### src/rtl/sbi_pkg.sv
// shared types and constants for the stack with bottom increment
// no dependencies
`timescale 1ns / 1ps
`default_nettype none

package sbi_pkg;

  localparam int unsigned DataW        = 32;
  localparam int unsigned CfgW         = 11;
  localparam int unsigned DefaultDepth = 1024;

  localparam logic [CfgW-1:0] CapacityReset = 11'd1024;
  localparam logic [DataW-1:0] EmptyWord    = '1;

  typedef enum logic [1:0] {
    CmdPush = 2'd0,
    CmdPop  = 2'd1,
    CmdInc  = 2'd2
  } cmd_e;

  // broadcast to every cell of the row, in the cycle after a transfer
  typedef struct packed {
    logic             push;
    logic             pop;
    logic             inc;
    logic [DataW-1:0] amount;
  } cell_ctrl_t;

endpackage

`default_nettype wire

### src/rtl/sbi_cell.sv
// one stack cell: holds a word, shifts with its neighbours, adds on increment
// depends on sbi_pkg
`timescale 1ns / 1ps
`default_nettype none

module sbi_cell import sbi_pkg::*; #(
  parameter int unsigned IdxW = 11,
  parameter int unsigned Pos  = 0
) (
  input  wire logic             clk_i,
  input  wire cell_ctrl_t       ctrl_i,
  input  wire logic [IdxW-1:0]  lo_i,
  input  wire logic [DataW-1:0] from_above_i,
  input  wire logic [DataW-1:0] from_below_i,
  output      logic [DataW-1:0] value_o
);

  logic [DataW-1:0] value_d, value_q;
  logic             in_range;

  assign in_range = IdxW'(Pos) >= lo_i;

  always_comb begin
    priority if (ctrl_i.push) begin
      value_d = from_above_i;
    end else if (ctrl_i.pop) begin
      value_d = from_below_i;
    end else if (ctrl_i.inc && in_range) begin
      value_d = value_q + ctrl_i.amount;
    end else begin
      value_d = value_q;
    end
  end

  always_ff @(posedge clk_i) begin
    value_q <= value_d;
  end

  assign value_o = value_q;

endmodule

`default_nettype wire

### config.mk
export PLATFORM = sky130hd
export DESIGN_NAME = sbi_cell
export DESIGN_NICKNAME = d
export VERILOG_FILES = /design/src/rtl/sbi_pkg.sv /design/src/rtl/sbi_cell.sv
export SDC_FILE = /design/constraint.sdc
export NUM_CORES = 1
export LEC_CHECK = 0
export BUFFER_PORTS_ARGS = -buffer_cell sky130_fd_sc_hd__buf_2
export CORE_MARGIN = 4
export CORE_UTILIZATION = 50
export DETAILED_ROUTE_END_ITERATION = 16
export GPL_TIMING_DRIVEN = 0
export PLACE_DENSITY_LB_ADDON = 0.3
export REMOVE_ABC_BUFFERS = 1
export SYNTH_ARGS = -nofsm -noshare
export SYNTH_HDL_FRONTEND = slang
export SYNTH_SLANG_ARGS = --single-unit
export TNS_END_PERCENT = 5
### constraint.sdc
create_clock -name clk_i -period 5.96 [get_ports clk_i]
set_input_delay 1.192 -clock clk_i [delete_from_list [all_inputs] [get_ports clk_i]]
set_output_delay 1.192 -clock clk_i [all_outputs]
set_load 0.02 [all_outputs]
==> metrics.yaml, run 1 <==
outcome: "finished clean"
worst_r2r_path_depth: 11
synth_area_leaders: "edfxtp_1 29%, ha_1 12%, a21oi_1 5.9%, o21ai_0 5.9%, nand2_1 4.1%"
cts-root-buf: "clkbuf_8"
worst_path_largest_cell_delay_ps: 440
hold_class: "reg -> reg"
rows: 29
synth.mux.area_fraction_pct: 2.307
utilization_pct: 64.19
synth_edf_count: 32
die_x_microns: 89.34
firstDrtPassIters: 4
max-slew-margin-rel_pct: 29.43
avgSynthCellArea_sq_um: 8.593
synthesis.area_sq_um: 3308
clock_path_buffers: 2
largest_register_ffs: 32
clk_latency_ps: 280
drv_cap: 0
crit_type: "in -> reg"
clk_pin_slew_ps: 70
fin_crit_sh_pct: 62.00
regArea_sq_um: 960.9
hold_depth: 3
die_h_microns: 89.34
r2r-end: "value_o[28]"
grt_pass1_wl_microns: 14460
async_flop_share_pct: 0
synth_top_area_share_pct: 29.05
synth_fa_ha_area_share_pct: 12.33
setup_violations: 0
min_from: "value_o[31]"
wire_per_inst_microns: 15.43
postCtsSetupRepairBufs: 0
grt_pass1_vias: 3291
synth_common_cells: "39 x a21oi_1, 39 x o21ai_0, 36 x nand2_1"
finalWirelength_microns: 9137
slew_violations: 0
io_pins: 143
num-fill-cells: 591
grt_usage_pct: 22.94
dr.first_iter.drc_count: 133
cts_resized: 0
die-area_sq_um: 7982
cts_buffers: 5
path_cells: "buf_2, ha_1, fa_1, a211oi_1, o21ai_0, and3b_1, o21ai_2, nor2_1, nor2_2, o21ai_1, and4b_1, nor3_1"
seq_area_frac_synth_pct: 29.05
min_to: "value_o[31]"
dpl.hpwl_microns: 7071
crit_path_max_fanout: 4
grt_max_degree: 48
skew_ps: 4.971
cts_hold_buf: 0
gr-total-overflow: 0
synth.distinct_cells: 50
r2r_slack_ps: 2850
via_count: 3367
critPathCaptureType: "register"
fmax_mhz: 270.6
tritoncts: "done"
synth_flop_cell: "edfxtp_1"
multi_input_area_sq_um: 2217
cp.arrival_ps: 3820
cp-start-kind: "input pin"
p_leak_nw: 1.845
synth_top_family_by_area: "compound AO/OA/AOI/OAI gates"
tightest_slew_ps: 1057
drc: 0
syn2layout_area_growth_pct: 23.90
drive_gt1_share_pct: 31.84
cts.sinks: 32
r2r-start: "value_o[0]"
port_buffers: 142
coreArea_sq_um: 6386
htreeDepth: 2
synth_cells: 385
finalHoldViolCount: 0
antenna_found_initial: 1
ir_worst_vdd_uv: 146.2
yosysTopAreaCell: "edfxtp_1"
yosys.area_share.xor_xnor_pct: 7.148
finalCriticalPeriod_ps: 3695
finalSetupTns_ps: 0
routabilityCongestion: 0.9444
timing.critical_path.slowest_stage_cell: "fa_1"
yosys_warnings: 0
routed_via_density: 5.688
synth-simple-area-share_pct: 14.41
ys_seq_elements: 32
initial_core_util_pct: 51.80
required_ps: 6090
fin_nets: 657
rsz0062_at_grt: "no"
power_density_nw_per_um2: 238.2
synth_compound_area_share_pct: 30.75
num_antenna_cells: 0
ant_nets: 0
-- how the worst max path moves through the flow --
stage	start	end	slack, ps	depth (start not counted)
after detailed placement	ctrl_i[0]	value_o[28]	2030	12
after floorplan	ctrl_i[0]	value_o[28]	2510	11
after CTS	ctrl_i[0]	value_o[28]	2330	12
after global routing	ctrl_i[0]	value_o[28]	2070	12
after global placement	ctrl_i[0]	value_o[28]	2080	12
final	ctrl_i[0]	value_o[28]	2260	12
-- per-layer routing --
layer  vias up  track usage (%)  part of all wire [%]  wire [microns]
met5         -                0                  0.14              13
met4         2            5.683                   1.5             140
met3        12            5.069                   7.8             717
met2       120            39.38                    48            4360
met1      1499            29.22                    43            3905
li1       1734                -                     -               -
-- layout by cell type (no fill, tap or decap), drive strengths merged, types with 2 or more instances in the layout --
master  instances
inv             9
clkbuf          7
nand4           6
nor4            6
nor2b           2
o21ai          42
buf           142
xor2           12
nor3            6
xnor2          15
a211oi          8
nand3          11
nor2           23
nand2b          2
o22ai           5
a21oi          41
a31oi           3
a22oi           5
ha             31
a21o           13
mux2i           2
o31ai           2
nand2          36
mux2            5
o21bai          3
edfxtp         32
o21a           16
o211ai         12
and3            2
-- worst max-delay path: cells and delay by family --
kind | cells | cell delay (ps)
AOI/OAI and AO/OA | 4 | 950
adders and majority gates | 2 | 680
buffers and inverters | 1 | 100
and+or+nand+nor | 5 | 900
-- power breakdown --
| part | internal (mW) | switching (mW) | total [mW] | leakage (nW) |
|---|---|---|---|---|
| logic | 0.211 | 0.293 | 0.504 | 1.48 |
| registers | 0.287 | 0.0171 | 0.304 | 0.325 |
| clock network | 0.0815 | 0.0866 | 0.168 | 0.0399 |
| total | 0.580 | 0.397 | 0.976 | 1.84 |
-- cells by family after synthesis --
| family | count (synthesis) |
|---|---|
| AO/OA/AOI/OAI | 157 |
| XOR/XNOR | 27 |
| adder cells (fa/ha/maj) | 32 |
| buffers and inverters | 29 |
| flip-flops | 32 |
| multiplexers | 7 |
| AND/OR/NAND/NOR | 101 |
-- through the flow --
step / cell area (sq um) / hold slack, ps / total power [mW] / std cells / worst slack, ps
after global routing: 4099 / 897.1 / 1.053 / 592 / 2068
after floorplan: 3209 / 863.5 / 0.6646 / 365 / 2514
after detailed placement: 4016 / 786.0 / 0.8080 / 584 / 2032
final: 4099 / 812.5 / 0.9764 / 592 / 2265
after global placement: 4016 / 739.3 / 0.8002 / 584 / 2085
after CTS: 4096 / 811.4 / 0.9785 / 592 / 2329
-- final cells by class --
| cell class | instances | area share [%] |
|---|---|---|
| inverters | 9 | 0.8242 |
| repair buffers | 142 | 17.34 |
| multi-input cells | 324 | 54.09 |
| well taps | 77 | 2.350 |
| flip-flops and latches | 32 | 23.44 |
| clock inverters | 1 | 0.09158 |
| clock buffers | 7 | 1.862 |
Power figures use the tool's default switching activity.
==> run 2, diff against run 1 <==
Settings changed: ABC_AREA from default to 1.
Clock period 5.96 ns to 3.6 ns, I/O delays scaled along.
==> run 2 against run 1 <==
Against the previous run: die area increased by 23%; final cell count grew 60%; clock skew rose by 3.3 ps; critical path depth fell by 9; largest power group unchanged; count of clock-buffer cells in the layout down 2; core utilization shrank 0.84 points; critical path type unchanged; setup slack worse by 1300 ps; total power up 76%; non-clock buffer count is the same; highest routed layer is now met4; sequential share of layout area fell by 4.2 points.
==> metrics.yaml, run 2 <==
dp_cells: 940
routabilityCongestion: 0.9277
grt_pass1_wl_microns: 19170
rows: 32
num_antenna_cells: 0
cp-start-kind: "input pin"
setup_violations: 0
initial_core_util_pct: 52.47
synth_common_cells: "286 x nand2_1, 117 x inv_1, 84 x nor2_1"
largest_register_ffs: 32
ys_seq_elements: 32
max-slew-margin-rel_pct: 36.90
skew_ps: 8.229
drv_cap: 0
grt_usage_pct: 24.01
path_buf_inv: 2
layout_commonest_cell: "nand2_1"
cts.sinks: 32
tightest_slew_ps: 946.6
rsz0062_at_grt: "no"
crit_path_max_fanout: 55
grt_max_degree: 56
synth.distinct_cells: 31
required_ps: 3510
worst_r2r_path_depth: 12
async_flop_share_pct: 0
hold_depth: 3
r2r-start: "value_o[0]"
min_to: "value_o[30]"
r2r-end: "value_o[28]"
syn2layout_area_growth_pct: 20.71
dpl.hpwl_microns: 9760
place_ws_ps: 624.3
antenna_found_initial: 0
drc: 0
p_leak_nw: 2.977
timing.critical_path.slowest_stage_cell: "buf_2"
io_pins: 143
worst_path_largest_cell_delay_ps: 710
min_from: "from_above_i[30]"
via_count: 4657
synth_area_leaders: "nand2_1 26%, edfxtp_1 23%, inv_1 11%, ha_1 9.4%, nor2_1 7.6%"
die-area_sq_um: 9798
p_total_mw: 1.717
layout_common_cells: "286 x nand2_1, 142 x buf_2, 117 x inv_1"
placed_area_sq_um: 4913
cts_hold_buf: 0
drive_gt1_share_pct: 20.92
ant_nets: 0
clk_latency_ps: 290
avgSynthCellArea_sq_um: 5.838
crit_type: "in -> reg"
gr-total-overflow: 0
firstDrtPassIters: 5
synth_flop_cell: "edfxtp_1"
synth_edf_count: 32
postCtsSetupRepairBufs: 0
synthesis.area_sq_um: 4139
cts-root-buf: "clkbuf_8"
slew_violations: 0
hold_class: "in -> reg"
final_cell_area_sq_um: 4996
power_density_nw_per_um2: 343.7
synth_top_area_share_pct: 25.94
finalWirelength_microns: 11970
fin_crit_sh_pct: 73.48
layout_setup_ws_ps: 954.7
critPathCaptureType: "register"
cts_resized: 0
grt_pass1_vias: 4104
clk_pin_slew_ps: 70
die_x_microns: 98.99
yosysTopAreaCell: "nand2_1"
r2r_slack_ps: 1230
seq_area_frac_synth_pct: 23.22
path_delay_family: "buffers and inverters"
cp.arrival_ps: 2560
yosys.cell_count.top_type: "nand2_1"
tritoncts: "done"
finalHoldViolCount: 0
die_h_microns: 98.99
finalCriticalPeriod_ps: 2645
path_cells: "buf_2, inv_1, nand3_2"
fmax_mhz: 378.0
outcome: "finished clean"
cts_buffers: 5
dr.first_iter.drc_count: 240
fin_nets: 988
wire_per_inst_microns: 12.62
coreArea_sq_um: 7888
yosys_warnings: 0
port_buffers: 142
routed_via_density: 4.912
clock_path_buffers: 2
ir_worst_vdd_uv: 175.8
htreeDepth: 2
instances_no_fill: 948
synth_cells: 709
## run 2: cell types whose count changed in the layout (fill, tap and decap cells not counted), moves of 7 or more
cell,before,now
a21o_1,13,1
a21oi_1,39,29
inv_1,9,117
nand2_1,35,286
nand2_2,1,9
nand3_1,11,37
nand3_2,0,7
nor2_1,22,84
o211ai_1,12,0
o21a_1,16,0
o21ai_0,39,15
o21ai_1,2,9
xnor2_1,15,6
## run 2: logic make-up after synthesis
family / after synthesis / synth area share [%]
compound gates: 57 / 7.164
xor+xnor: 14 / 2.963
fa+ha+maj: 32 / 9.855
buf+inv: 131 / 12.39
flops: 32 / 23.22
simple gates: 443 / 44.41
## run 2: worst max-delay path by stage
| stage | slack [ps] | end | cells after the start | start |
|---|---|---|---|---|
| floorplan | 650 | value_o[0] | 2 | ctrl_i[33] |
| global placement | -860 | value_o[21] | 3 | ctrl_i[33] |
| detailed placement | 620 | value_o[20] | 3 | ctrl_i[34] |
| CTS | 930 | value_o[23] | 3 | ctrl_i[34] |
| global route | 760 | value_o[23] | 3 | ctrl_i[34] |
| finish | 950 | value_o[23] | 3 | ctrl_i[34] |
## run 2: layer usage
metal	track usage, %	wire, microns	up-vias
met3	3.114	872	6
li1	-	-	2458
met2	37.86	5209	163
met4	4.307	78	0
met5	0	0	-
met1	35.37	5807	2030
## run 2: final cells by class
class | instances | area [sq um]
clock buffer | 5 | 68.82
clock inverter | 3 | 13.76
fill | 787 | 2892
inverter | 118 | 444.2
multi-input combinational | 546 | 2670
sequential | 32 | 960.9
tap | 102 | 127.6
timing repair buffer | 142 | 710.7
## run 2: metrics by stage
| stage | setup TNS (ps) | utilization [%] | hold WS (ps) |
|---|---|---|---|
| after floorplan | 0 | - | 863.4 |
| after global placement | -27550 | 62.21 | 726.4 |
| after detailed placement | 0 | 62.29 | 750.0 |
| after CTS | 0 | 63.34 | 691.7 |
| after global routing | 0 | 63.34 | 694.6 |
| final | 0 | 63.34 | 699.3 |
## run 2: worst min-delay path, cell delays in order
cell and delay, ps:
buf_2 70, nand2_1 40, nand2_1 50
## run 2: power breakdown
part	switching, mW	leakage (nW)	total, mW	internal, mW
clock network	0.151	0.0453	0.283	0.132
logic	0.604	2.60	0.940	0.336
registers	0.0252	0.330	0.495	0.469
==> run 3, diff against run 2 <==
Settings changed: ABC_AREA 1 to 0, CORE_UTILIZATION 50 to 44.
Clock period 3.6 ns to 2.29 ns, I/O delays scaled along.
==> run 3 against run 2 <==
Against the previous run: the run now ends with negative setup slack left; total power increased by 59%; hold slack got worse by 250 ps; register-to-register slack got worse by 1600 ps; first-iteration DRC count decreased by 55%; critical path depth increased by 8; critical path type is now reg -> reg; critical endpoint is now value_o[24]; highest routed layer unchanged.
==> metrics.yaml, run 3 (synthesized netlist as in run 1, its figures left out) <==
cts_hold_buf: 0
dpl.hpwl_microns: 7526
grt_max_degree: 48
finalHoldViolCount: 0
hold_class: "in -> reg"
port_buffers: 142
drive_gt1_share_pct: 39.54
slew_violations: 0
drv_cap: 0
power_density_nw_per_um2: 615.3
power_frac_seq_pct: 29.2
crit_path_max_fanout: 4
tightest_slew_ps: 1129
clock_path_buffers: 2
grt_pass1_vias: 3454
drc: 0
wire_per_inst_microns: 15.94
switching_share_pct: 40.90
skew_ps: 7.097
die_h_microns: 94.71
cts.sinks: 32
coreArea_sq_um: 7292
cp.arrival_ps: 2690
dr.first_iter.drc_count: 108
grt_pass1_wl_microns: 15790
layout_commonest_cell: "buf_2"
die_x_microns: 94.71
path_buf_inv: 1
worst_path_largest_cell_delay_ps: 430
layout_setup_ws_ps: -366.2
fin_crit_sh_pct: 116.0
finalSetupTns_ps: -4012
layout_common_cells: "142 x buf_2, 35 x nand2_1, 32 x a21oi_1, 32 x edfxtp_1, 25 x o21ai_0"
htreeDepth: 2
gr-total-overflow: 0
fin_nets: 668
clk_latency_ps: 280
intPower_mw: 1.612
finalWirelength_microns: 9962
final_cell_area_sq_um: 4433
max-slew-margin-rel_pct: 24.67
dp_cells: 607
num_antenna_cells: 0
cts_buffers: 5
rows: 31
clk_pin_slew_ps: 70
cpMostUsedCell: "o21ai_2"
cts-root-buf: "clkbuf_8"
via_count: 3420
p_clk_share_pct: 16.0
violations: "negative setup slack"
placed_area_sq_um: 4071
antenna_found_initial: 0
setup_violations: 17
critPathCaptureType: "register"
fmax_mhz: 376.5
switchingPower_mw: 1.116
tritoncts: "done"
ir_worst_vdd_uv: 311.3
regArea_sq_um: 960.9
cp-start-kind: "register"
finalCriticalPeriod_ps: 2656
routabilityCongestion: 0.8603
outcome: "complete, but fails checks"
routed_via_density: 5.472
initial_core_util_pct: 45.37
r2r_slack_ps: -370
ant_nets: 0
place_ws_ps: -920.3
grt_usage_pct: 21.93
required_ps: 2320
p_leak_nw: 1.916
crit_type: "reg -> reg"
rsz0062_at_grt: "yes"
syn2layout_area_growth_pct: 34.00
die-area_sq_um: 8970
path_cells: "ha_4, fa_2, a211oi_2, o21ai_2, and3b_1, o21ai_2, nor2_1, nor2_2, buf_4, xor2_1, o21ai_1"
combPwrFrac_pct: 54.7
multi_input_area_sq_um: 2421
io_pins: 143
timing.critical_path.slowest_stage_cell: "edfxtp_1"
firstDrtPassIters: 4
path_delay_family: "compound AO/OA/AOI/OAI gates"
instances_no_fill: 625
largest_register_ffs: 32
p_total_mw: 2.728
num-fill-cells: 721
run 3: cell count changes in the layout (fill, tap and decap cells not counted), moves of 10 or more:
| cell | before | now |
|---|---|---|
| inv_1 | 117 | 9 |
| o211ai_1 | 0 | 12 |
| o21ai_0 | 15 | 25 |
| ha_1 | 31 | 20 |
| buf_4 | 0 | 10 |
| nand2_1 | 286 | 35 |
| nand3_1 | 37 | 11 |
| nor2_1 | 84 | 21 |
| a21o_1 | 1 | 13 |
| o21a_1 | 0 | 16 |
run 3: timing repair:
item / 4_1_cts / 5_1_grt
setup endpoints to repair: 41 / 25
setup buffers: 10 / 0
pin swaps: 19 / 14
hold endpoints to repair: 0 / 0
gates resized for setup: 36 / 17
run 3: layout make-up:
type | count | share of cell area, %
inverters | 9 | 0.7621
clock inverters | 1 | 0.08467
flip-flops and latches | 32 | 21.68
repair buffers | 153 | 18.35
multi-input cells | 324 | 54.61
clock buffers | 7 | 1.722
well taps | 99 | 2.794
run 3: worst paths after layout:
path                                  startpoint          end  cells after the start
worst max-delay path                  value_o[0]  value_o[24]                     11
worst min-delay path            from_above_i[17]  value_o[17]                      2
worst max register to register        value_o[0]  value_o[24]                     11
worst min register to register       value_o[31]  value_o[31]                      3
run 3: power groups by stage:
stage                     clock, mW  combinational (mW)  sequential, mW
after floorplan                   0               0.833           0.897
after global placement            0                1.30           0.802
after detailed placement          0                1.32           0.804
after CTS                     0.451                1.45           0.796
after global routing          0.481                1.64           0.807
final                         0.437                1.49           0.797
run 3: layer usage:
metal  share of wire (%)  GRT usage (%)  wire length, microns  up-vias
li1                    -              -                     -     1740
met1                  44          28.01                  4384     1564
met2                  49          38.46                  4879      105
met3                 5.9          3.984                   583       11
met4                 1.1          4.808                   114        0
met5                   0              0                     0        -
run 3: metrics by stage:
stage               hold WS, ps  util (%)
finish                    448.5     60.79
global route              440.1     60.79
CTS                       441.2     60.00
detailed placement        736.7     55.83
global placement          729.3     55.46
floorplan                 644.1         -
